File: config.mk
export PLATFORM = sky130hd
export DESIGN_NAME = arq_sender_with_relay_fallback_unit_flat
export DESIGN_NICKNAME = d
export VERILOG_FILES = /design/src/rtl/arq_pkg.sv /design/src/rtl/arq_chan_if.sv /design/src/rtl/arq_front.sv /design/src/rtl/arq_queue.sv /design/src/rtl/arq_back.sv /design/src/rtl/arq_sender_with_relay_fallback_unit.sv /design/src/flat_wrapper.sv
export SDC_FILE = /design/constraint.sdc
export NUM_CORES = 1
export LEC_CHECK = 0
export ABC_AREA = 1
export ABC_CLOCK_PERIOD_IN_PS = 3890
export BUFFER_PORTS_ARGS = -buffer_cell sky130_fd_sc_hd__buf_2
export CORE_UTILIZATION = 40
export CTS_BUF_LIST = sky130_fd_sc_hd__clkbuf_8
export DETAILED_ROUTE_END_ITERATION = 6
export HOLD_SLACK_MARGIN = 0.02
export PLACE_DENSITY = 0.65
export SLEW_MARGIN = 20
export SYNTH_ARGS = -nofsm -noshare
export SYNTH_HDL_FRONTEND = slang
export SYNTH_SLANG_ARGS = --single-unit
File: constraint.sdc
create_clock -name clk -period 3.89 [get_ports clk]
set_input_delay 0.1945 -clock clk [delete_from_list [all_inputs] [get_ports clk]]
set_output_delay 0.1945 -clock clk [all_outputs]
set_load 0.01 [all_outputs]
File: src/rtl/arq_pkg.sv
// Package for the ARQ sender with relay fallback.
// Holds phase, handler and send codes, the register map and the item types.
// No dependencies.
`timescale 1ns / 1ps

package arq_pkg;

  localparam int NumRegs   = 8;
  localparam int AddrWidth = 5;
  localparam int QueueDepth = 2;

  typedef enum logic [2:0] {
    REG_RSSI_OFFSET   = 3'd0,
    REG_RSSI_THRESH   = 3'd1,
    REG_TMO_LIMIT     = 3'd2,
    REG_NACK_LIMIT    = 3'd3,
    REG_INIT_TIMEOUT  = 3'd4,
    REG_REST_TIMEOUT  = 3'd5,
    REG_PKTS_PER_SEQ  = 3'd6,
    REG_TOTAL_LIMIT   = 3'd7
  } reg_idx_t;

  typedef enum logic [1:0] {
    PH_INIT  = 2'd0,
    PH_PROBE = 2'd1,
    PH_TX    = 2'd2
  } phase_t;

  typedef enum logic [1:0] {
    RH_NONE  = 2'd0,
    RH_TX    = 2'd1,
    RH_PROBE = 2'd2
  } rx_handler_t;

  typedef enum logic [1:0] {
    PR_NONE   = 2'd0,
    PR_WEAK   = 2'd1,
    PR_STRONG = 2'd2
  } probe_res_t;

  typedef enum logic [1:0] {
    SK_NONE  = 2'd0,
    SK_DATA  = 2'd1,
    SK_PROBE = 2'd2
  } send_kind_t;

  localparam logic [7:0]  RxAck        = 8'd1;
  localparam logic [7:0]  RxNack       = 8'd255;
  localparam logic [7:0]  SumFactor    = 8'd28;
  localparam logic [15:0] TimeoutMax   = 16'hFFFF;

  typedef struct packed {
    logic signed [7:0] rssi_offset;
    logic signed [7:0] rssi_floor;
    logic [3:0]        timeout_retry_limit;
    logic [3:0]        nack_retry_limit;
    logic [11:0]       start_tmo;
    logic [15:0]       rest_timeout;
    logic [7:0]        packets_per_sequence;
    logic [7:0]        total_limit;
  } cfg_t;

  typedef struct packed {
    logic timer;
    logic ack;
    logic nack;
    logic good_reply;
  } ev_t;

  typedef struct packed {
    logic [1:0]  send_kind;
    logic        to_relay;
    logic [7:0]  seq_out;
    logic [7:0]  payload_sum;
    logic        timer_start;
    logic [15:0] timer_load;
    logic [1:0]  phase_out;
    logic [7:0]  ack_total;
    logic [7:0]  nack_total;
    logic        done_res;
  } res_t;

endpackage

File: src/rtl/arq_chan_if.sv
// Channel interfaces for the ARQ sender: event requests in, result requests out.
// Valid/ready handshake with source and sink modports. No dependencies.
`timescale 1ns / 1ps

interface arq_in_if;
  logic              valid;
  logic              ready;
  logic              mode;
  logic [7:0]        rx_byte;
  logic signed [7:0] raw_rssi;

  modport source (output valid, output mode, output rx_byte, output raw_rssi, input ready);
  modport sink   (input valid, input mode, input rx_byte, input raw_rssi, output ready);
endinterface

interface arq_out_if;
  logic        valid;
  logic        ready;
  logic [1:0]  send_kind;
  logic        to_relay;
  logic [7:0]  seq_out;
  logic [7:0]  payload_sum;
  logic        timer_start;
  logic [15:0] timer_load;
  logic [1:0]  phase_out;
  logic [7:0]  ack_total;
  logic [7:0]  nack_total;
  logic        done_res;

  modport source (output valid, output send_kind, output to_relay, output seq_out,
                  output payload_sum, output timer_start, output timer_load,
                  output phase_out, output ack_total, output nack_total,
                  output done_res, input ready);
  modport sink   (input valid, input send_kind, input to_relay, input seq_out,
                  input payload_sum, input timer_start, input timer_load,
                  input phase_out, input ack_total, input nack_total,
                  input done_res, output ready);
endinterface

File: src/rtl/arq_front.sv
// Front end: accept event requests and classify them (timer, ack, nack, strong reply).
// Depends on arq_pkg and arq_in_if.
`timescale 1ns / 1ps

module arq_front (
  arq_in_if.sink         in_ch,
  input  arq_pkg::cfg_t  cfg,
  input  logic           q_full,
  output logic           push,
  output arq_pkg::ev_t   push_ev
);
  import arq_pkg::*;

  logic signed [7:0] rssi_adj;

  assign rssi_adj    = in_ch.raw_rssi + cfg.rssi_offset;
  assign in_ch.ready = !q_full;
  assign push        = in_ch.valid && !q_full;

  always_comb begin
    push_ev.timer      = !in_ch.mode;
    push_ev.ack        = (in_ch.rx_byte == RxAck);
    push_ev.nack       = (in_ch.rx_byte == RxNack);
    push_ev.good_reply = (rssi_adj > cfg.rssi_floor) && rssi_adj[7];
  end

endmodule

File: src/rtl/arq_queue.sv
// Short register queue between the front and back ends.
// Depends on arq_pkg.
`timescale 1ns / 1ps

module arq_queue (
  input  logic          clk,
  input  logic          rst_n,
  input  logic          push,
  input  arq_pkg::ev_t  push_ev,
  output logic          full,
  output logic          q_valid,
  output arq_pkg::ev_t  head_ev,
  input  logic          pop
);
  import arq_pkg::*;

  localparam int PtrW = $clog2(QueueDepth);
  localparam int CntW = $clog2(QueueDepth + 1);

  ev_t            slot_r [QueueDepth];
  logic [PtrW-1:0] wr_ptr_r, wr_ptr_nxt;
  logic [PtrW-1:0] rd_ptr_r, rd_ptr_nxt;
  logic [CntW-1:0] cnt_r, cnt_nxt;

  assign full    = (cnt_r == CntW'(QueueDepth));
  assign q_valid = (cnt_r != '0);
  assign head_ev = slot_r[rd_ptr_r];

  always_comb begin
    wr_ptr_nxt = wr_ptr_r;
    rd_ptr_nxt = rd_ptr_r;
    cnt_nxt    = cnt_r;
    if (push) begin
      wr_ptr_nxt = (wr_ptr_r == PtrW'(QueueDepth - 1)) ? '0 : wr_ptr_r + 1'b1;
    end
    if (pop) begin
      rd_ptr_nxt = (rd_ptr_r == PtrW'(QueueDepth - 1)) ? '0 : rd_ptr_r + 1'b1;
    end
    if (push && !pop) begin
      cnt_nxt = cnt_r + 1'b1;
    end else if (pop && !push) begin
      cnt_nxt = cnt_r - 1'b1;
    end
  end

  always_ff @(posedge clk) begin
    if (!rst_n) begin
      wr_ptr_r <= '0;
      rd_ptr_r <= '0;
      cnt_r    <= '0;
    end else begin
      wr_ptr_r <= wr_ptr_nxt;
      rd_ptr_r <= rd_ptr_nxt;
      cnt_r    <= cnt_nxt;
    end
  end

  always_ff @(posedge clk) begin
    if (push) begin
      slot_r[wr_ptr_r] <= push_ev;
    end
  end

  a_no_overflow: assert property (@(posedge clk) disable iff (!rst_n)
    full |-> !push)
    else $error("queue pushed while full");
  a_no_underflow: assert property (@(posedge clk) disable iff (!rst_n)
    !q_valid |-> !pop)
    else $error("queue popped while empty");
  a_count_step: assert property (@(posedge clk) disable iff (!rst_n)
    (push && !pop) |=> (cnt_r == $past(cnt_r) + 1'b1))
    else $error("queue count did not advance on push");

endmodule

File: src/rtl/arq_back.sv
// Back end: link state machine for probe, transmit and backoff; registers one result per event.
// Depends on arq_pkg and arq_out_if.
`timescale 1ns / 1ps

module arq_back (
  input  logic          clk,
  input  logic          rst_n,
  input  arq_pkg::cfg_t cfg,
  input  logic          q_valid,
  input  arq_pkg::ev_t  head_ev,
  output logic          pop,
  arq_out_if.source     out_ch
);
  import arq_pkg::*;

  phase_t      phase_r, phase_nxt;
  rx_handler_t rxh_r, rxh_nxt;
  probe_res_t  pres_r, pres_nxt;
  logic [3:0]  tret_r, tret_nxt;
  logic [3:0]  nret_r, nret_nxt;
  logic [7:0]  seq_r, seq_nxt;
  logic        relay_r, relay_nxt;
  logic        first_r, first_nxt;
  logic [15:0] tmo_r, tmo_nxt;
  logic        ackseen_r, ackseen_nxt;
  logic        nackseen_r, nackseen_nxt;
  logic [7:0]  ackc_r, ackc_nxt;
  logic [7:0]  nackc_r, nackc_nxt;
  logic [7:0]  totc_r, totc_nxt;

  logic        out_valid_r;
  res_t        res_r, res_nxt;
  send_kind_t  kind;
  logic        tstart;
  logic        done_now;
  logic [16:0] tmo_x2;
  logic [15:0] tmo_dbl;
  logic [15:0] init_tmo;

  assign pop      = q_valid && (!out_valid_r || out_ch.ready);
  assign done_now = (totc_r >= cfg.total_limit);
  assign tmo_x2   = {tmo_r, 1'b0};
  assign tmo_dbl  = tmo_x2[16] ? TimeoutMax : tmo_x2[15:0];
  assign init_tmo = 16'(cfg.start_tmo);

  always_comb begin
    phase_nxt    = phase_r;
    rxh_nxt      = rxh_r;
    pres_nxt     = pres_r;
    tret_nxt     = tret_r;
    nret_nxt     = nret_r;
    seq_nxt      = seq_r;
    relay_nxt    = relay_r;
    first_nxt    = first_r;
    tmo_nxt      = tmo_r;
    ackseen_nxt  = ackseen_r;
    nackseen_nxt = nackseen_r;
    ackc_nxt     = ackc_r;
    nackc_nxt    = nackc_r;
    totc_nxt     = totc_r;
    kind         = SK_NONE;
    tstart       = 1'b0;

    if (!done_now) begin
      if (head_ev.timer) begin
        tstart = 1'b1;
        case (phase_r)
          PH_PROBE: begin
            if (pres_r == PR_STRONG) begin
              phase_nxt = PH_TX;
              first_nxt = 1'b0;
              tret_nxt  = '0;
              tmo_nxt   = init_tmo;
            end else if (!first_r && pres_r == PR_NONE) begin
              first_nxt = 1'b1;
              kind      = SK_PROBE;
              rxh_nxt   = RH_PROBE;
            end else if (tret_r < cfg.timeout_retry_limit && pres_r == PR_NONE) begin
              tmo_nxt  = tmo_dbl;
              tret_nxt = tret_r + 1'b1;
              kind     = SK_PROBE;
              rxh_nxt  = RH_PROBE;
            end else begin
              tret_nxt = '0;
              if (relay_r) begin
                tmo_nxt   = cfg.rest_timeout;
                phase_nxt = PH_INIT;
                nackc_nxt = nackc_r + 1'b1;
                totc_nxt  = totc_r + 1'b1;
              end else begin
                tmo_nxt   = init_tmo;
                pres_nxt  = PR_NONE;
                relay_nxt = 1'b1;
              end
            end
          end
          PH_TX: begin
            rxh_nxt = RH_TX;
            if (ackseen_r) begin
              if (seq_r == cfg.packets_per_sequence) begin
                tmo_nxt   = cfg.rest_timeout;
                phase_nxt = PH_INIT;
              end else begin
                ackseen_nxt = 1'b0;
                seq_nxt     = seq_r + 1'b1;
                kind        = SK_DATA;
              end
            end else if (seq_r == 8'd1 && !first_r) begin
              first_nxt = 1'b1;
              kind      = SK_DATA;
            end else if (tret_r < cfg.timeout_retry_limit && !nackseen_r) begin
              tmo_nxt  = tmo_dbl;
              tret_nxt = tret_r + 1'b1;
              kind     = SK_DATA;
            end else if (nret_r < cfg.nack_retry_limit && nackseen_r) begin
              nret_nxt     = nret_r + 1'b1;
              nackseen_nxt = 1'b0;
              kind         = SK_DATA;
            end else begin
              ackseen_nxt  = 1'b0;
              nackseen_nxt = 1'b0;
              relay_nxt    = !relay_r;
              tret_nxt     = '0;
              nret_nxt     = '0;
              first_nxt    = 1'b0;
              tmo_nxt      = init_tmo;
              phase_nxt    = PH_PROBE;
              pres_nxt     = PR_NONE;
            end
          end
          default: begin
            tmo_nxt      = init_tmo;
            tret_nxt     = '0;
            nret_nxt     = '0;
            seq_nxt      = 8'd1;
            relay_nxt    = 1'b0;
            first_nxt    = 1'b0;
            pres_nxt     = PR_NONE;
            ackseen_nxt  = 1'b0;
            nackseen_nxt = 1'b0;
            phase_nxt    = PH_PROBE;
          end
        endcase
      end else begin
        case (rxh_r)
          RH_PROBE: begin
            pres_nxt = head_ev.good_reply ? PR_STRONG : PR_WEAK;
          end
          RH_TX: begin
            if (head_ev.ack) begin
              ackseen_nxt = 1'b1;
              ackc_nxt    = ackc_r + 1'b1;
              totc_nxt    = totc_r + 1'b1;
            end else if (head_ev.nack) begin
              nackseen_nxt = 1'b1;
              nackc_nxt    = nackc_r + 1'b1;
              totc_nxt     = totc_r + 1'b1;
            end
          end
          default: begin
          end
        endcase
      end
    end
  end

  always_comb begin
    res_nxt             = '0;
    res_nxt.send_kind   = kind;
    res_nxt.to_relay    = (kind != SK_NONE) ? relay_nxt : 1'b0;
    res_nxt.seq_out     = (kind == SK_DATA) ? seq_nxt : 8'd0;
    res_nxt.payload_sum = (kind == SK_DATA) ? 8'(seq_nxt * SumFactor) : 8'd0;
    res_nxt.timer_start = tstart;
    res_nxt.timer_load  = tstart ? tmo_nxt : 16'd0;
    res_nxt.phase_out   = phase_nxt;
    res_nxt.ack_total   = ackc_nxt;
    res_nxt.nack_total  = nackc_nxt;
    res_nxt.done_res    = (totc_nxt >= cfg.total_limit);
  end

  always_ff @(posedge clk) begin
    if (!rst_n) begin
      phase_r     <= PH_INIT;
      rxh_r       <= RH_NONE;
      pres_r      <= PR_NONE;
      tret_r      <= '0;
      nret_r      <= '0;
      seq_r       <= 8'd1;
      relay_r     <= 1'b0;
      first_r     <= 1'b0;
      tmo_r       <= 16'd30;
      ackseen_r   <= 1'b0;
      nackseen_r  <= 1'b0;
      ackc_r      <= '0;
      nackc_r     <= '0;
      totc_r      <= '0;
      out_valid_r <= 1'b0;
    end else begin
      if (pop) begin
        phase_r    <= phase_nxt;
        rxh_r      <= rxh_nxt;
        pres_r     <= pres_nxt;
        tret_r     <= tret_nxt;
        nret_r     <= nret_nxt;
        seq_r      <= seq_nxt;
        relay_r    <= relay_nxt;
        first_r    <= first_nxt;
        tmo_r      <= tmo_nxt;
        ackseen_r  <= ackseen_nxt;
        nackseen_r <= nackseen_nxt;
        ackc_r     <= ackc_nxt;
        nackc_r    <= nackc_nxt;
        totc_r     <= totc_nxt;
      end
      if (pop) begin
        out_valid_r <= 1'b1;
      end else if (out_ch.ready) begin
        out_valid_r <= 1'b0;
      end
    end
  end

  always_ff @(posedge clk) begin
    if (pop) begin
      res_r <= res_nxt;
    end
  end

  assign out_ch.valid       = out_valid_r;
  assign out_ch.send_kind   = res_r.send_kind;
  assign out_ch.to_relay    = res_r.to_relay;
  assign out_ch.seq_out     = res_r.seq_out;
  assign out_ch.payload_sum = res_r.payload_sum;
  assign out_ch.timer_start = res_r.timer_start;
  assign out_ch.timer_load  = res_r.timer_load;
  assign out_ch.phase_out   = res_r.phase_out;
  assign out_ch.ack_total   = res_r.ack_total;
  assign out_ch.nack_total  = res_r.nack_total;
  assign out_ch.done_res    = res_r.done_res;

  a_ignored_quiet: assert property (@(posedge clk) disable iff (!rst_n)
    (pop && done_now) |=> (res_r.send_kind == SK_NONE && !res_r.timer_start
                           && res_r.done_res))
    else $error("event past the total limit was not ignored");
  a_init_to_probe: assert property (@(posedge clk) disable iff (!rst_n)
    (pop && !done_now && head_ev.timer && phase_r == PH_INIT)
    |=> (res_r.phase_out == PH_PROBE && res_r.timer_start))
    else $error("init run did not move to probe");
  a_no_load_idle: assert property (@(posedge clk) disable iff (!rst_n)
    (out_valid_r && !res_r.timer_start) |-> (res_r.timer_load == 16'd0))
    else $error("timer load without timer start");
  a_data_fields: assert property (@(posedge clk) disable iff (!rst_n)
    (out_valid_r && res_r.send_kind != SK_DATA) |-> (res_r.seq_out == 8'd0
                                                    && res_r.payload_sum == 8'd0))
    else $error("data fields set on a non-data result");

endmodule

File: src/rtl/arq_sender_with_relay_fallback_unit.sv
// Stop-and-wait ARQ sender with relay fallback and exponential timeout backoff.
// Takes one timer-expiry or frame-received request per cycle while the queue is not full and
// returns one result request per event. The front end classifies each event into a two-entry
// queue; the back end runs the link state update combinationally and registers the result, so
// the sustained rate is one event per clock while the output is not stalled; an accepted event
// is written into the queue and then into the result register. A stalled output holds the
// queue, which drops input ready once both entries fill. Depends on arq_pkg, arq_chan_if,
// arq_front, arq_queue and arq_back; configuration is an APB write/read port.
`timescale 1ns / 1ps

module arq_sender_with_relay_fallback_unit (
  input  logic                           clk,
  input  logic                           rst_n,
  arq_in_if.sink                         in_ch,
  arq_out_if.source                      out_ch,
  input  logic                           cfg_psel,
  input  logic                           cfg_penable,
  input  logic                           cfg_pwrite,
  input  logic [arq_pkg::AddrWidth-1:0]  cfg_paddr,
  input  logic [31:0]                    cfg_pwdata,
  output logic [31:0]                    cfg_prdata,
  output logic                           cfg_pready
);
  import arq_pkg::*;

  cfg_t     cfg_r;
  reg_idx_t reg_idx;
  logic     cfg_wr;
  logic     push;
  ev_t      push_ev;
  logic     q_full;
  logic     q_valid;
  ev_t      head_ev;
  logic     pop;

  assign cfg_pready = 1'b1;
  assign reg_idx    = reg_idx_t'(cfg_paddr[AddrWidth-1:2]);
  assign cfg_wr     = cfg_psel && cfg_penable && cfg_pwrite && cfg_pready;

  always_ff @(posedge clk) begin
    if (!rst_n) begin
      cfg_r.rssi_offset          <= -8'sd45;
      cfg_r.rssi_floor           <= -8'sd120;
      cfg_r.timeout_retry_limit  <= 4'd3;
      cfg_r.nack_retry_limit     <= 4'd3;
      cfg_r.start_tmo            <= 12'd30;
      cfg_r.rest_timeout         <= 16'd250;
      cfg_r.packets_per_sequence <= 8'd3;
      cfg_r.total_limit          <= 8'd100;
    end else if (cfg_wr) begin
      case (reg_idx)
        REG_RSSI_OFFSET:  cfg_r.rssi_offset          <= cfg_pwdata[7:0];
        REG_RSSI_THRESH:  cfg_r.rssi_floor           <= cfg_pwdata[7:0];
        REG_TMO_LIMIT:    cfg_r.timeout_retry_limit  <= cfg_pwdata[3:0];
        REG_NACK_LIMIT:   cfg_r.nack_retry_limit     <= cfg_pwdata[3:0];
        REG_INIT_TIMEOUT: cfg_r.start_tmo            <= cfg_pwdata[11:0];
        REG_REST_TIMEOUT: cfg_r.rest_timeout         <= cfg_pwdata[15:0];
        REG_PKTS_PER_SEQ: cfg_r.packets_per_sequence <= cfg_pwdata[7:0];
        REG_TOTAL_LIMIT:  cfg_r.total_limit          <= cfg_pwdata[7:0];
        default: begin
        end
      endcase
    end
  end

  always_comb begin
    case (reg_idx)
      REG_RSSI_OFFSET:  cfg_prdata = 32'({{24{cfg_r.rssi_offset[7]}}, cfg_r.rssi_offset});
      REG_RSSI_THRESH:  cfg_prdata = 32'({{24{cfg_r.rssi_floor[7]}},
                                          cfg_r.rssi_floor});
      REG_TMO_LIMIT:    cfg_prdata = 32'(cfg_r.timeout_retry_limit);
      REG_NACK_LIMIT:   cfg_prdata = 32'(cfg_r.nack_retry_limit);
      REG_INIT_TIMEOUT: cfg_prdata = 32'(cfg_r.start_tmo);
      REG_REST_TIMEOUT: cfg_prdata = 32'(cfg_r.rest_timeout);
      REG_PKTS_PER_SEQ: cfg_prdata = 32'(cfg_r.packets_per_sequence);
      REG_TOTAL_LIMIT:  cfg_prdata = 32'(cfg_r.total_limit);
      default:          cfg_prdata = 32'd0;
    endcase
  end

  arq_front u_front (
    .in_ch   (in_ch),
    .cfg     (cfg_r),
    .q_full  (q_full),
    .push    (push),
    .push_ev (push_ev)
  );

  arq_queue u_queue (
    .clk     (clk),
    .rst_n   (rst_n),
    .push    (push),
    .push_ev (push_ev),
    .full    (q_full),
    .q_valid (q_valid),
    .head_ev (head_ev),
    .pop     (pop)
  );

  arq_back u_back (
    .clk     (clk),
    .rst_n   (rst_n),
    .cfg     (cfg_r),
    .q_valid (q_valid),
    .head_ev (head_ev),
    .pop     (pop),
    .out_ch  (out_ch)
  );

endmodule
File: src/flat_wrapper.sv
// flat-port wrapper written by rule: the top's interface ports become plain ports
module arq_sender_with_relay_fallback_unit_flat import arq_pkg::*;
  (clk, rst_n, cfg_psel, cfg_penable, cfg_pwrite, cfg_paddr, cfg_pwdata, cfg_prdata, cfg_pready, in_ch_valid, in_ch_mode, in_ch_rx_byte, in_ch_raw_rssi, in_ch_ready, out_ch_valid, out_ch_send_kind, out_ch_to_relay, out_ch_seq_out, out_ch_payload_sum, out_ch_timer_start, out_ch_timer_load, out_ch_phase_out, out_ch_ack_total, out_ch_nack_total, out_ch_done_res, out_ch_ready);
  arq_in_if in_ch_i ();
  arq_out_if out_ch_i ();
  input  logic clk;
  input  logic rst_n;
  input  logic cfg_psel;
  input  logic cfg_penable;
  input  logic cfg_pwrite;
  input  logic [arq_pkg::AddrWidth-1:0] cfg_paddr;
  input  logic [31:0] cfg_pwdata;
  output logic [31:0] cfg_prdata;
  output logic cfg_pready;
  input wire logic [$bits(in_ch_i.valid)-1:0] in_ch_valid;
  input wire logic [$bits(in_ch_i.mode)-1:0] in_ch_mode;
  input wire logic [$bits(in_ch_i.rx_byte)-1:0] in_ch_rx_byte;
  input wire logic [$bits(in_ch_i.raw_rssi)-1:0] in_ch_raw_rssi;
  output wire logic [$bits(in_ch_i.ready)-1:0] in_ch_ready;
  output wire logic [$bits(out_ch_i.valid)-1:0] out_ch_valid;
  output wire logic [$bits(out_ch_i.send_kind)-1:0] out_ch_send_kind;
  output wire logic [$bits(out_ch_i.to_relay)-1:0] out_ch_to_relay;
  output wire logic [$bits(out_ch_i.seq_out)-1:0] out_ch_seq_out;
  output wire logic [$bits(out_ch_i.payload_sum)-1:0] out_ch_payload_sum;
  output wire logic [$bits(out_ch_i.timer_start)-1:0] out_ch_timer_start;
  output wire logic [$bits(out_ch_i.timer_load)-1:0] out_ch_timer_load;
  output wire logic [$bits(out_ch_i.phase_out)-1:0] out_ch_phase_out;
  output wire logic [$bits(out_ch_i.ack_total)-1:0] out_ch_ack_total;
  output wire logic [$bits(out_ch_i.nack_total)-1:0] out_ch_nack_total;
  output wire logic [$bits(out_ch_i.done_res)-1:0] out_ch_done_res;
  input wire logic [$bits(out_ch_i.ready)-1:0] out_ch_ready;
  assign in_ch_i.valid = in_ch_valid;
  assign in_ch_i.mode = in_ch_mode;
  assign in_ch_i.rx_byte = in_ch_rx_byte;
  assign in_ch_i.raw_rssi = in_ch_raw_rssi;
  assign in_ch_ready = in_ch_i.ready;
  assign out_ch_valid = out_ch_i.valid;
  assign out_ch_send_kind = out_ch_i.send_kind;
  assign out_ch_to_relay = out_ch_i.to_relay;
  assign out_ch_seq_out = out_ch_i.seq_out;
  assign out_ch_payload_sum = out_ch_i.payload_sum;
  assign out_ch_timer_start = out_ch_i.timer_start;
  assign out_ch_timer_load = out_ch_i.timer_load;
  assign out_ch_phase_out = out_ch_i.phase_out;
  assign out_ch_ack_total = out_ch_i.ack_total;
  assign out_ch_nack_total = out_ch_i.nack_total;
  assign out_ch_done_res = out_ch_i.done_res;
  assign out_ch_i.ready = out_ch_ready;
  arq_sender_with_relay_fallback_unit u_core (.clk(clk), .rst_n(rst_n), .in_ch(in_ch_i), .out_ch(out_ch_i), .cfg_psel(cfg_psel), .cfg_penable(cfg_penable), .cfg_pwrite(cfg_pwrite), .cfg_paddr(cfg_paddr), .cfg_pwdata(cfg_pwdata), .cfg_prdata(cfg_prdata), .cfg_pready(cfg_pready));
endmodule
Yosys cells after proc, flatten, opt, wreduce, memory -nomap -nowiden
Memories as Yosys holds them, arrays and structs flattened. A register that Yosys moved wholly into a read port is not among the register bits.
Index checks and enable logic that the tools add are counted.
Cells by class
  add/subtract/negate cells: 11
  multiply operators: 1
  divide/modulo/power cells: 0
  $lt $le $gt $ge: 5
  equal/unequal tests: 38
  shift-type cells: 0
  muxes and demuxes: 138
  bitwise operators: 2
  reductions and logical operators: 47
Operators by type and width (count)
  $pmux W32 S8: 1
  $mux W8: 28
  $mux W16: 12
  $mux W2: 33
  $mux W4: 11
  $ne A3 B3 Y1 const B: 14
  $mux W1: 41
  $add A8 B1 Y8 const B: 4
  $pmux W16 S2: 1
  $reduce_and A7 Y1: 3
  $reduce_bool A2 Y1: 9
  $eq A8 B1 Y1 const B: 2
  $ge A8 B8 Y1: 2
  $pmux W2 S2: 4
  $pmux W4 S2: 2
  $pmux W8 S2: 1
  $reduce_and A2 Y1: 8
  $eq A3 B3 Y1 const B: 4
  $logic_and A1 B1 Y1: 12
  $reduce_and A11 Y1: 1
  $ne A2 B2 Y1 const B: 5
  $reduce_and A9 Y1: 1
  $add A4 B1 Y4 const B: 2
  $add A8 B8 Y8: 1
  21 further kinds: 40
Word-level totals
  bits in registers: 194
  latch bits: 0
  memory bits (writable): 8
  ROM bits: 0
  logic and storage cells: 280
  memories kept: 1
Memory list
  u_core.u_queue.slot_r: depth 2, width 4, rd ports 1, clocked after memory_dff 1, write ports 1, RTL line arq_queue.sv:20  | ev_t slot_r [QueueDepth];

Longest topological paths before layout
Gate-level depths: netlist (run 1).
  depth in word-level cells: 10
  mapped depth: 28

Cells and area by module
A second synthesis (run 1) with hierarchy kept.
Second synthesis, totals
  cells, all modules: 1703
  area, all modules: 12460.7 sq um
Modules (own cells, without submodules)
  arq_back: instances 1, cells an instance 1093, area an instance 8086.5 sq um, sequential area each 2902.8 sq um
  arq_sender_with_relay_fallback_unit: instances 1, cells an instance 471, area an instance 3269.4 sq um, sequential area each 1361.3 sq um
  arq_front: instances 1, cells an instance 94, area an instance 590.6 sq um, sequential area each 0.0 sq um
  arq_queue: instances 1, cells an instance 45, area an instance 514.2 sq um, sequential area each 340.3 sq um

Least setup slack after synthesis (run 1)
No wires, ideal clock.
  path type: register to register
  start: register u_core.cfg_r[1] (netlist bit)
  end: register u_core.u_back.res_r (netlist bit u_core.u_back.out_ch.payload_sum[7]) (data pin)
  arrival time: 3246 ps
  required time: 3635 ps
  path slack: 390 ps
  stages on the path, launching flop included: 26
  path through: dfxtp_1 -> inv_1 -> ha_1 -> inv_1 -> nor2_1 -> o21ai_1 -> a21boi_1 -> nor2_1 -> nand2_2 -> nor2_4 -> inv_2 -> nor2_4 -> nand2_1 -> nand2_1 -> inv_1 -> fa_1 -> inv_1 -> ha_1 -> nand2_1 -> nand2_1 -> a31oi_1 -> nand3_1 -> nand2_1 -> nand2_2 -> a21oi_1 -> nor2_1
On the way
  cells in the longest elaborated chain, start to end: 3
RTL lines
  from (decl): RTL line arq_sender_with_relay_fallback_unit.sv:26  | cfg_t cfg_r;
  $ge A8 B8 Y1: RTL line arq_back.sv:41  | assign done_now = (totc_r >= cfg.total_limit);
  $mux W8: RTL line arq_back.sv:64  | if (!done_now) begin
  via u_core.u_back.seq_nxt[2]: RTL line arq_back.sv:21  | logic [7:0] seq_r, seq_nxt;
  $mul A8 B3 Y6: RTL line arq_back.sv:172  | res_nxt.payload_sum = (kind == SK_DATA) ? 8'(seq_nxt * SumFactor) : 8'd0;
  to (signal assigned): RTL line arq_back.sv:225  | res_r <= res_nxt;
  to (decl): RTL line arq_back.sv:32  | res_t res_r, res_nxt;
The timed path passes the listed nets, and every way through them passes these cells.
A chain may end at the register's enable or synchronous reset.

Worst setup path after layout (run 1)
  start: register u_core.cfg_r[7] (netlist bit)
  end: register u_core.u_back.res_r (netlist bit u_core.u_back.out_ch.payload_sum[7]) (data pin)
The elaborated chain is that of the path after synthesis.

==> load_flow_metrics.sql, run 1 <==
INSERT INTO impl_metrics (metric_group, metric, value, unit) VALUES
('place', 'dp.final_hpwl', '25600', 'µm'),
('setup_path', 'critPathArrivalTime', '3.98', 'ns'),
('setup_path', 'critical-path-slowest-cell', 'sky130_fd_sc_hd__fa_1', ''),
('setup_path', 'critPathRequiredTime', '4.16', 'ns'),
('setup_path', 'cp-endpoint', 'u_core.u_back.out_ch.payload_sum[7]', ''),
('cts', 'clockBufferDepth', '2', ''),
('routing', 'detailed_route_via_count', '11586', ''),
('floorplan', 'chipWidth', '176', 'µm'),
('outcome', 'status', 'finished clean', ''),
('floorplan', 'die_height', '176', 'µm'),
('yosys', 'edff_count_synth', '60', ''),
('finish', 'drive_above_1_share', '0.157', ''),
('cts', 'clock_insertion_delay_worst_skew', '0.49', 'ns'),
('cts', 'numCtsBuffers', '17', ''),
('finish', 'finalNetCount', '1863', ''),
('finish', 'layout_commonest_cell', 'sky130_fd_sc_hd__nand2_1', ''),
('grt', 'globalRouteOverflowTotal', '0', ''),
('routing', 'post_drt_wl_per_cell', '16.6', 'µm'),
('setup_path', 'reg2reg_slack', '0.18', 'ns'),
('yosys', 'synth_async_sr_flop_share', '0', ''),
('cts', 'cts_sinks', '200', ''),
('grt', 'gr-usage-met1', '0.339', ''),
('cts', 'count_of_h_tree_levels_built_during_cts', '4', ''),
('place', 'placement.setup.worst_slack', '0.0465', 'ns'),
('sta', 'min_period_over_period', '0.954', ''),
('finish', 'antennaDiodeCount', '0', ''),
('floorplan', 'core-area', '29700', 'µm²'),
('pwr', 'p_total', '9.17', 'mW'),
('cts', 'cts.clk_slew.worst_paths', '0.12', 'ns'),
('finish', 'synthToLayoutAreaGrowth', '13.0', '%'),
('grt', 'busiest_layer', 'met2', ''),
('sta', 'fin_crit', '3.71', 'ns'),
('routing', 'drt.antenna.violating_nets', '0', ''),
('setup_path', 'startpoint_type', 'flip-flop', ''),
('cts', 'clock-root-buffer', 'sky130_fd_sc_hd__clkbuf_8', ''),
('yosys', 'syn-mean-instance-area', '7.42', 'µm²'),
('setup_path', 'path_max_fanout', '11', ''),
('yosys', 'synth.ff_latch_count', '200', ''),
('sta', 'postLayoutSetupSlackWorst', '0.179', 'ns'),
('place', 'port_buffers', '129', ''),
('pwr', 'vdd_drop_max', '0.573', 'mV'),
('grt', 'grt_usage', '0.232', ''),
('setup_path', 'r2r_cells', '21', ''),
('setup_path', 'critical_path.max_stage_delay', '0.48', 'ns'),
('grt', 'grt_max_degree', '71', ''),
('grt', 'grt.met3_usage', '0.0364', ''),
('cts', 'cts_tree', 'done', ''),
('setup_path', 'critical_path.endpoint_type', 'flip-flop', ''),
('routing', 'first_pass_iters', '7', ''),
('min_path', 'worst_hold_path_type', 'input port to flip-flop', ''),
('grt', 'antenna_found_initial', '0', ''),
('grt', 'wire_length_of_the_first_global_routing_pass', '56600', 'µm'),
('sta', 'finalMaxSlewViolations', '0', ''),
('grt', 'grt_pass1_vias', '10438', ''),
('grt', 'global_route.usage.met2', '0.350', ''),
('setup_path', 'setup.worst_path.class', 'flip-flop to flip-flop', ''),
('setup_path', 'path_common_cell', 'sky130_fd_sc_hd__inv_1', ''),
('floorplan', 'core.rowCount', '63', ''),
('sta', 'timing_hold_violations_final', '0', ''),
('finish', 'mostFrequentLayoutCells', 'sky130_fd_sc_hd__nand2_1 (294), sky130_fd_sc_hd__inv_1 (232), sky130_fd_sc_hd__a21oi_1 (177), sky130_fd_sc_hd__o21ai_0 (144), sky130_fd_sc_hd__dfxtp_1 (134)', ''),
('floorplan', 'design.die.area', '31000', 'µm²'),
('sta', 'worst_slew_pin_slew', '1.14', 'ns'),
('routing', 'post-route-drc-count', '0', ''),
('sta', 'slew-limit-headroom', '0.237', ''),
('setup_path', 'r2r_start', 'u_core.cfg_r[7]', ''),
('routing', 'first_iter_violations', '1138', ''),
('floorplan', 'start_util', '0.408', ''),
('sta', 'clock.fmax', '269', 'MHz'),
('yosys', 'syn-instance-count', '1635', ''),
('setup_path', 'r2r-end', 'u_core.u_back.out_ch.payload_sum[7]', ''),
('setup_path', 'cp_cell_sequence', 'inv_1, ha_4, nand2_1, nor2_1, a21boi_1, nor2_1, nand2_2, nor2_4, buf_4, o21ai_0, buf_4, inv_1, fa_1, inv_1, ha_1, a31oi_4, inv_1, nand2_2, nand3_1, a21oi_1, nor2_1', '');
==> Yosys cell counts (2+ instances only) <==
master | number | area [µm²]
sky130_fd_sc_hd__nor3_1 | 16 | 80.1
sky130_fd_sc_hd__nor2_4 | 8 | 90.1
sky130_fd_sc_hd__o2111ai_1 | 2 | 17.5
sky130_fd_sc_hd__nand3_2 | 2 | 20.0
sky130_fd_sc_hd__conb_1 | 2 | 7.51
sky130_fd_sc_hd__o21ai_1 | 16 | 80.1
sky130_fd_sc_hd__xnor2_1 | 10 | 87.6
sky130_fd_sc_hd__a221oi_1 | 23 | 201
sky130_fd_sc_hd__a221oi_2 | 6 | 90.1
sky130_fd_sc_hd__a31oi_1 | 4 | 25.0
sky130_fd_sc_hd__a21oi_1 | 177 | 886
sky130_fd_sc_hd__clkbuf_1 | 46 | 173
sky130_fd_sc_hd__nand2_1 | 298 | 1120
sky130_fd_sc_hd__or2_2 | 2 | 12.5
sky130_fd_sc_hd__o21a_1 | 5 | 37.5
sky130_fd_sc_hd__nand4_1 | 16 | 100
sky130_fd_sc_hd__or2_1 | 2 | 12.5
sky130_fd_sc_hd__nand3_1 | 86 | 430
sky130_fd_sc_hd__buf_2 | 7 | 35.0
sky130_fd_sc_hd__buf_1 | 2 | 7.51
sky130_fd_sc_hd__nor3_2 | 5 | 50.1
sky130_fd_sc_hd__dfxtp_1 | 140 | 2800
sky130_fd_sc_hd__o221ai_1 | 5 | 43.8
sky130_fd_sc_hd__nor2_1 | 103 | 387
sky130_fd_sc_hd__buf_6 | 2 | 22.5
sky130_fd_sc_hd__nor2_2 | 5 | 31.3
sky130_fd_sc_hd__fa_1 | 5 | 100
sky130_fd_sc_hd__o211ai_1 | 22 | 165
sky130_fd_sc_hd__ha_1 | 51 | 638
sky130_fd_sc_hd__inv_2 | 15 | 56.3
sky130_fd_sc_hd__xor2_1 | 21 | 184
sky130_fd_sc_hd__a22oi_1 | 7 | 52.6
sky130_fd_sc_hd__a21boi_0 | 8 | 60.1
sky130_fd_sc_hd__o21ai_0 | 144 | 721
sky130_fd_sc_hd__inv_1 | 233 | 875
sky130_fd_sc_hd__buf_4 | 25 | 188
sky130_fd_sc_hd__o21bai_1 | 2 | 15.0
sky130_fd_sc_hd__edfxtp_1 | 60 | 1800
sky130_fd_sc_hd__a211oi_1 | 2 | 15.0
sky130_fd_sc_hd__nand2_2 | 8 | 50.1
sky130_fd_sc_hd__o22ai_1 | 16 | 100
==> worst max-delay path, delay by kind of cell, from the launching register on <==
family | cells | cell delay (ns)
fa+ha+maj | 3 | 1.01
simple gates | 8 | 0.72
compound gates | 4 | 0.71
buf+inv | 6 | 0.70
flops | 1 | 0.34
==> area by class of cell <==
cell class	count	area (µm²)
Inverter	251	960
Timing Repair Buffer	176	1030
Sequential cell	200	4610
Clock inverter	15	184
Multi-Input combinational cell	1100	6220
Tap cell	390	488
Fill cell	2960	16000
Clock buffer	17	234
==> per-layer routing <==
| layer | share of wire | up-vias |
|---|---|---|
| li1 | - | 5681 |
| met1 | 0.47 | 5393 |
| met2 | 0.43 | 469 |
| met3 | 0.079 | 43 |
| met4 | 0.017 | 0 |
| met5 | 0 | - |
==> per-stage QoR <==
step	cells	hold WS [ns]	area [µm²]
3_5_place_dp	2102	0.445	13100
6_report	2149	0.0592	13700
5_1_grt	2149	0.0524	13700
4_1_cts	2145	0.0420	13600
3_3_place_gp	2102	0.437	13100
2_1_floorplan	1636	0.321	12100
==> registers in the layout, summed over array words and instances, names as in the netlist, 4 cells and up, named ones only <==
register,count
u_core.cfg_r,68
u_core.u_back.ackc_r,8
u_core.u_back.nackc_r,8
u_core.u_back.nret_r,4
u_core.u_back.out_ch.ack_total,8
u_core.u_back.out_ch.nack_total,8
u_core.u_back.out_ch.payload_sum,5
u_core.u_back.out_ch.seq_out,8
u_core.u_back.out_ch.timer_load,16
u_core.u_back.seq_r,8
u_core.u_back.tmo_r,16
u_core.u_back.totc_r,8
u_core.u_back.tret_r,4
u_core.u_queue.slot_r,8
==> power by group <==
part	leakage (nW)	internal, mW	switching [mW]
Combinational	4.19	1.46	3.22
Sequential	1.73	2.79	0.298
Clock	0.206	0.497	0.903
Total	6.13	4.74	4.42
==> logic make-up after synthesis <==
kind of cell	share of synthesized area
AO/OA/AOI/OAI	0.212
XOR/XNOR	0.0224
adder cells (fa/ha/maj)	0.0608
buffers and inverters	0.116
flip-flops	0.379
multiplexers	0.000825
other	0.000619
AND/OR/NAND/NOR	0.208
==> timing repair <==
action                                  in CTS  in global routing
setup buffers                                0                  4
resized for setup                            0                 20
hold buffers                                11                  0
endpoints found under the hold margin       16                  0
endpoints found under the setup margin       0                  2
==> how the worst min path moves through the flow <==
| stage | startpoint | endpoint | cells after the start |
|---|---|---|---|
| 4_1_cts | cfg_pwdata[7] | u_core.cfg_r[67] | 3 |
| 6_report | cfg_pwdata[7] | u_core.cfg_r[67] | 3 |
| 3_3_place_gp | u_core.u_queue.rd_ptr_r | u_core.u_queue.rd_ptr_r | 1 |
| 3_5_place_dp | u_core.u_queue.rd_ptr_r | flip-flop | 1 |
| 2_1_floorplan | cfg_pwdata[0] | u_core.cfg_r[60] | 2 |
| 5_1_grt | cfg_pwdata[6] | u_core.cfg_r[66] | 3 |
Power figures use the tool's default switching activity.
==> run 2, diff against run 1 <==
--- a/config.mk
+++ b/config.mk
@@ -12,7 +12,7 @@
 export CTS_BUF_LIST = sky130_fd_sc_hd__clkbuf_8
 export DETAILED_ROUTE_END_ITERATION = 6
 export HOLD_SLACK_MARGIN = 0.02
-export PLACE_DENSITY = 0.65
+export PLACE_DENSITY = 0.7
 export SLEW_MARGIN = 20
 export SYNTH_ARGS = -nofsm -noshare
 export SYNTH_HDL_FRONTEND = slang
==> run 2 against run 1 <==
Compared with the run above:
- first-iteration DRC count rose by 7.7%
- core utilization about the same
- final area barely moved
- die area did not move
==> load_flow_metrics.sql, run 2 (synthesized netlist as in run 1, its figures left out) <==
INSERT INTO impl_metrics (metric_group, metric, value, unit) VALUES
('outcome', 'status', 'finished clean', ''),
('setup_path', 'setup.worst_path.class', 'flip-flop to flip-flop', ''),
('pwr', 'p_total', '9.26', 'mW'),
('sta', 'fin_hold_ws', '0.0515', 'ns'),
('floorplan', 'chipWidth', '176', 'µm'),
('cts', 'cts_tree', 'done', ''),
('sta', 'finalMaxSlewViolations', '0', ''),
('sta', 'timing_hold_violations_final', '0', ''),
('setup_path', 'critical-path-slowest-cell', 'sky130_fd_sc_hd__fa_1', ''),
('finish', 'drive_above_1_share', '0.158', ''),
('setup_path', 'crit_start', 'u_core.cfg_r[3]', ''),
('setup_path', 'reg2reg_slack', '0.16', 'ns'),
('finish', 'finalNetCount', '1861', ''),
('cts', 'clockBufferDepth', '2', ''),
('finish', 'antennaDiodeCount', '0', ''),
('finish', 'layout_commonest_cell', 'sky130_fd_sc_hd__nand2_1', ''),
('finish', 'filler_cell_count', '2959', ''),
('floorplan', 'die_height', '176', 'µm'),
('setup_path', 'cp-endpoint', 'u_core.u_back.out_ch.payload_sum[7]', ''),
('floorplan', 'core-area', '29700', 'µm²'),
('place', 'gp_routability_congestion', '0.945', ''),
('setup_path', 'critical_path.endpoint_type', 'flip-flop', ''),
('setup_path', 'r2r_cells', '28', ''),
('setup_path', 'cp_num_buf_inv', '7', ''),
('grt', 'grt_max_degree', '86', ''),
('pwr', 'vdd_drop_max', '0.420', 'mV'),
('routing', 'detailed_route_via_count', '11611', ''),
('setup_path', 'r2r_start', 'u_core.cfg_r[3]', ''),
('grt', 'wire_length_of_the_first_global_routing_pass', '57200', 'µm'),
('sta', 'finalSetupTns', '0', 'ns'),
('pwr', 'pwr_density_cell', '674', 'nW/µm²'),
('sta', 'postLayoutSetupSlackWorst', '0.164', 'ns'),
('cts', 'numCtsBuffers', '17', ''),
('finish', 'largest_reg_flops', '68', ''),
('setup_path', 'startpoint_type', 'flip-flop', ''),
('finish', 'mostFrequentLayoutCells', 'sky130_fd_sc_hd__nand2_1 (293), sky130_fd_sc_hd__inv_1 (232), sky130_fd_sc_hd__a21oi_1 (176), sky130_fd_sc_hd__o21ai_0 (141), sky130_fd_sc_hd__dfxtp_1 (136)', ''),
('routing', 'via_per_inst', '5.41', ''),
('grt', 'grt_usage', '0.235', ''),
('sta', 'final-setup-viol-count', '0', ''),
('cts', 'cts.clk_slew.worst_paths', '0.14', 'ns'),
('floorplan', 'core.rowCount', '63', ''),
('floorplan', 'start_util', '0.408', ''),
('setup_path', 'r2r-end', 'u_core.u_back.out_ch.payload_sum[7]', ''),
('place', 'dp.cells', '2102', ''),
('routing', 'drt.antenna.violating_nets', '0', ''),
('sta', 'slew-limit-headroom', '0.212', ''),
('sta', 'min_period_over_period', '0.958', ''),
('floorplan', 'design.die.area', '31000', 'µm²'),
('grt', 'antenna_found_initial', '0', ''),
('routing', 'post_drt_wl_per_cell', '17.0', 'µm'),
('setup_path', 'critical_path_depth', '28', ''),
('floorplan', 'floorplan.io_pins', '151', ''),
('routing', 'post-route-drc-count', '0', ''),
('finish', 'synthToLayoutAreaGrowth', '13.1', '%'),
('min_path', 'worst_hold_path_type', 'input port to flip-flop', ''),
('setup_path', 'critPathTopFamily', 'simple AND/OR/NAND/NOR gates', ''),
('routing', 'first_iter_violations', '1226', ''),
('cts', 'clock-root-buffer', 'sky130_fd_sc_hd__clkbuf_8', ''),
('grt', 'globalRouteOverflowTotal', '0', ''),
('sta', 'worst_slew_pin_slew', '1.18', 'ns'),
('place', 'placement.setup.worst_slack', '0.110', 'ns'),
('finish', 'top_register', 'u_core.cfg_r', ''),
('cts', 'count_of_h_tree_levels_built_during_cts', '4', ''),
('place', 'port_buffers', '129', ''),
('finish', 'finish.cell_count_without_fillers', '2147', ''),
('pwr', 'power_leakage', '6.14', 'nW'),
('cts', 'cts_sinks', '200', ''),
('routing', 'drt-total-wl', '36400', 'µm'),
('setup_path', 'critical_path.max_stage_delay', '0.47', 'ns'),
('flow_run', 'maxCapViolations', '0', ''),
('routing', 'first_pass_iters', '5', ''),
('sta', 'worst_clock_skew', '0.0291', 'ns'),
('setup_path', 'path_max_fanout', '5', ''),
('sta', 'clock.fmax', '268', 'MHz'),
('setup_path', 'critPathArrivalTime', '4.01', 'ns'),
('sta', 'fin_crit', '3.73', 'ns'),
('setup_path', 'critPathRequiredTime', '4.18', 'ns'),
('grt', 'grt_pass1_vias', '10644', ''),
('cts', 'clock_insertion_delay_worst_skew', '0.50', 'ns'),
('place', 'dp.final_hpwl', '25900', 'µm');
[run 2: worst min-delay path, stage by stage]
cell                      delay [ns]
sky130_fd_sc_hd__buf_2          0.16
sky130_fd_sc_hd__nand2_1        0.08
sky130_fd_sc_hd__nand3_1        0.07
[run 2: through the flow]
stage	cell area [µm²]	util
floorplan	12100	-
global placement	13100	0.440
detailed placement	13100	0.440
CTS	13600	0.458
global route	13700	0.462
finish	13700	0.462
[run 2: cell type report]
| class | instances | area, µm² | area share |
|---|---|---|---|
| inverters | 251 | 957 | 0.0697 |
| multi-input cells | 1100 | 6230 | 0.454 |
| flip-flops and latches | 200 | 4610 | 0.336 |
| clock inverters | 15 | 194 | 0.0141 |
| well taps | 390 | 488 | 0.0355 |
| clock buffers | 17 | 234 | 0.0170 |
| repair buffers | 174 | 1020 | 0.0744 |
[run 2: routing by layer]
metal	up-vias	share of wire	global-route usage
li1	5689	-	-
met1	5400	0.46	0.338
met2	484	0.44	0.355
met3	38	0.084	0.0465
met4	0	0.017	0.0688
met5	-	0	0
[run 2: report_power, final]
part | internal (mW) | switching (mW) | total, mW
combinational | 1.48 | 3.25 | 4.72
clock | 0.510 | 0.942 | 1.45
sequential | 2.79 | 0.298 | 3.09
[run 2: worst min path at each step]
| stage | start | to | slack, ns | cells past startpoint |
|---|---|---|---|---|
| 2_1_floorplan | cfg_pwdata[0] | u_core.cfg_r[60] | 0.32 | 2 |
| 3_3_place_gp | u_core.u_queue.rd_ptr_r | u_core.u_queue.rd_ptr_r | 0.44 | 1 |
| 3_5_place_dp | u_core.u_queue.rd_ptr_r | u_core.u_queue.rd_ptr_r | 0.45 | 1 |
| 4_1_cts | cfg_pwdata[14] | u_core.cfg_r[30] | 0.05 | 3 |
| 5_1_grt | in_ch_rx_byte[0] | u_core.u_queue.slot_r[1][2] | 0.04 | 3 |
| 6_report | cfg_pwdata[7] | u_core.cfg_r[67] | 0.05 | 3 |
[run 2: timing repair]
action	4_1_cts	5_1_grt
endpoints found under the hold margin	15	0
hold buffers	10	0
gates resized for setup	0	24
endpoints found under the setup margin	0	4
buffers inserted	0	3
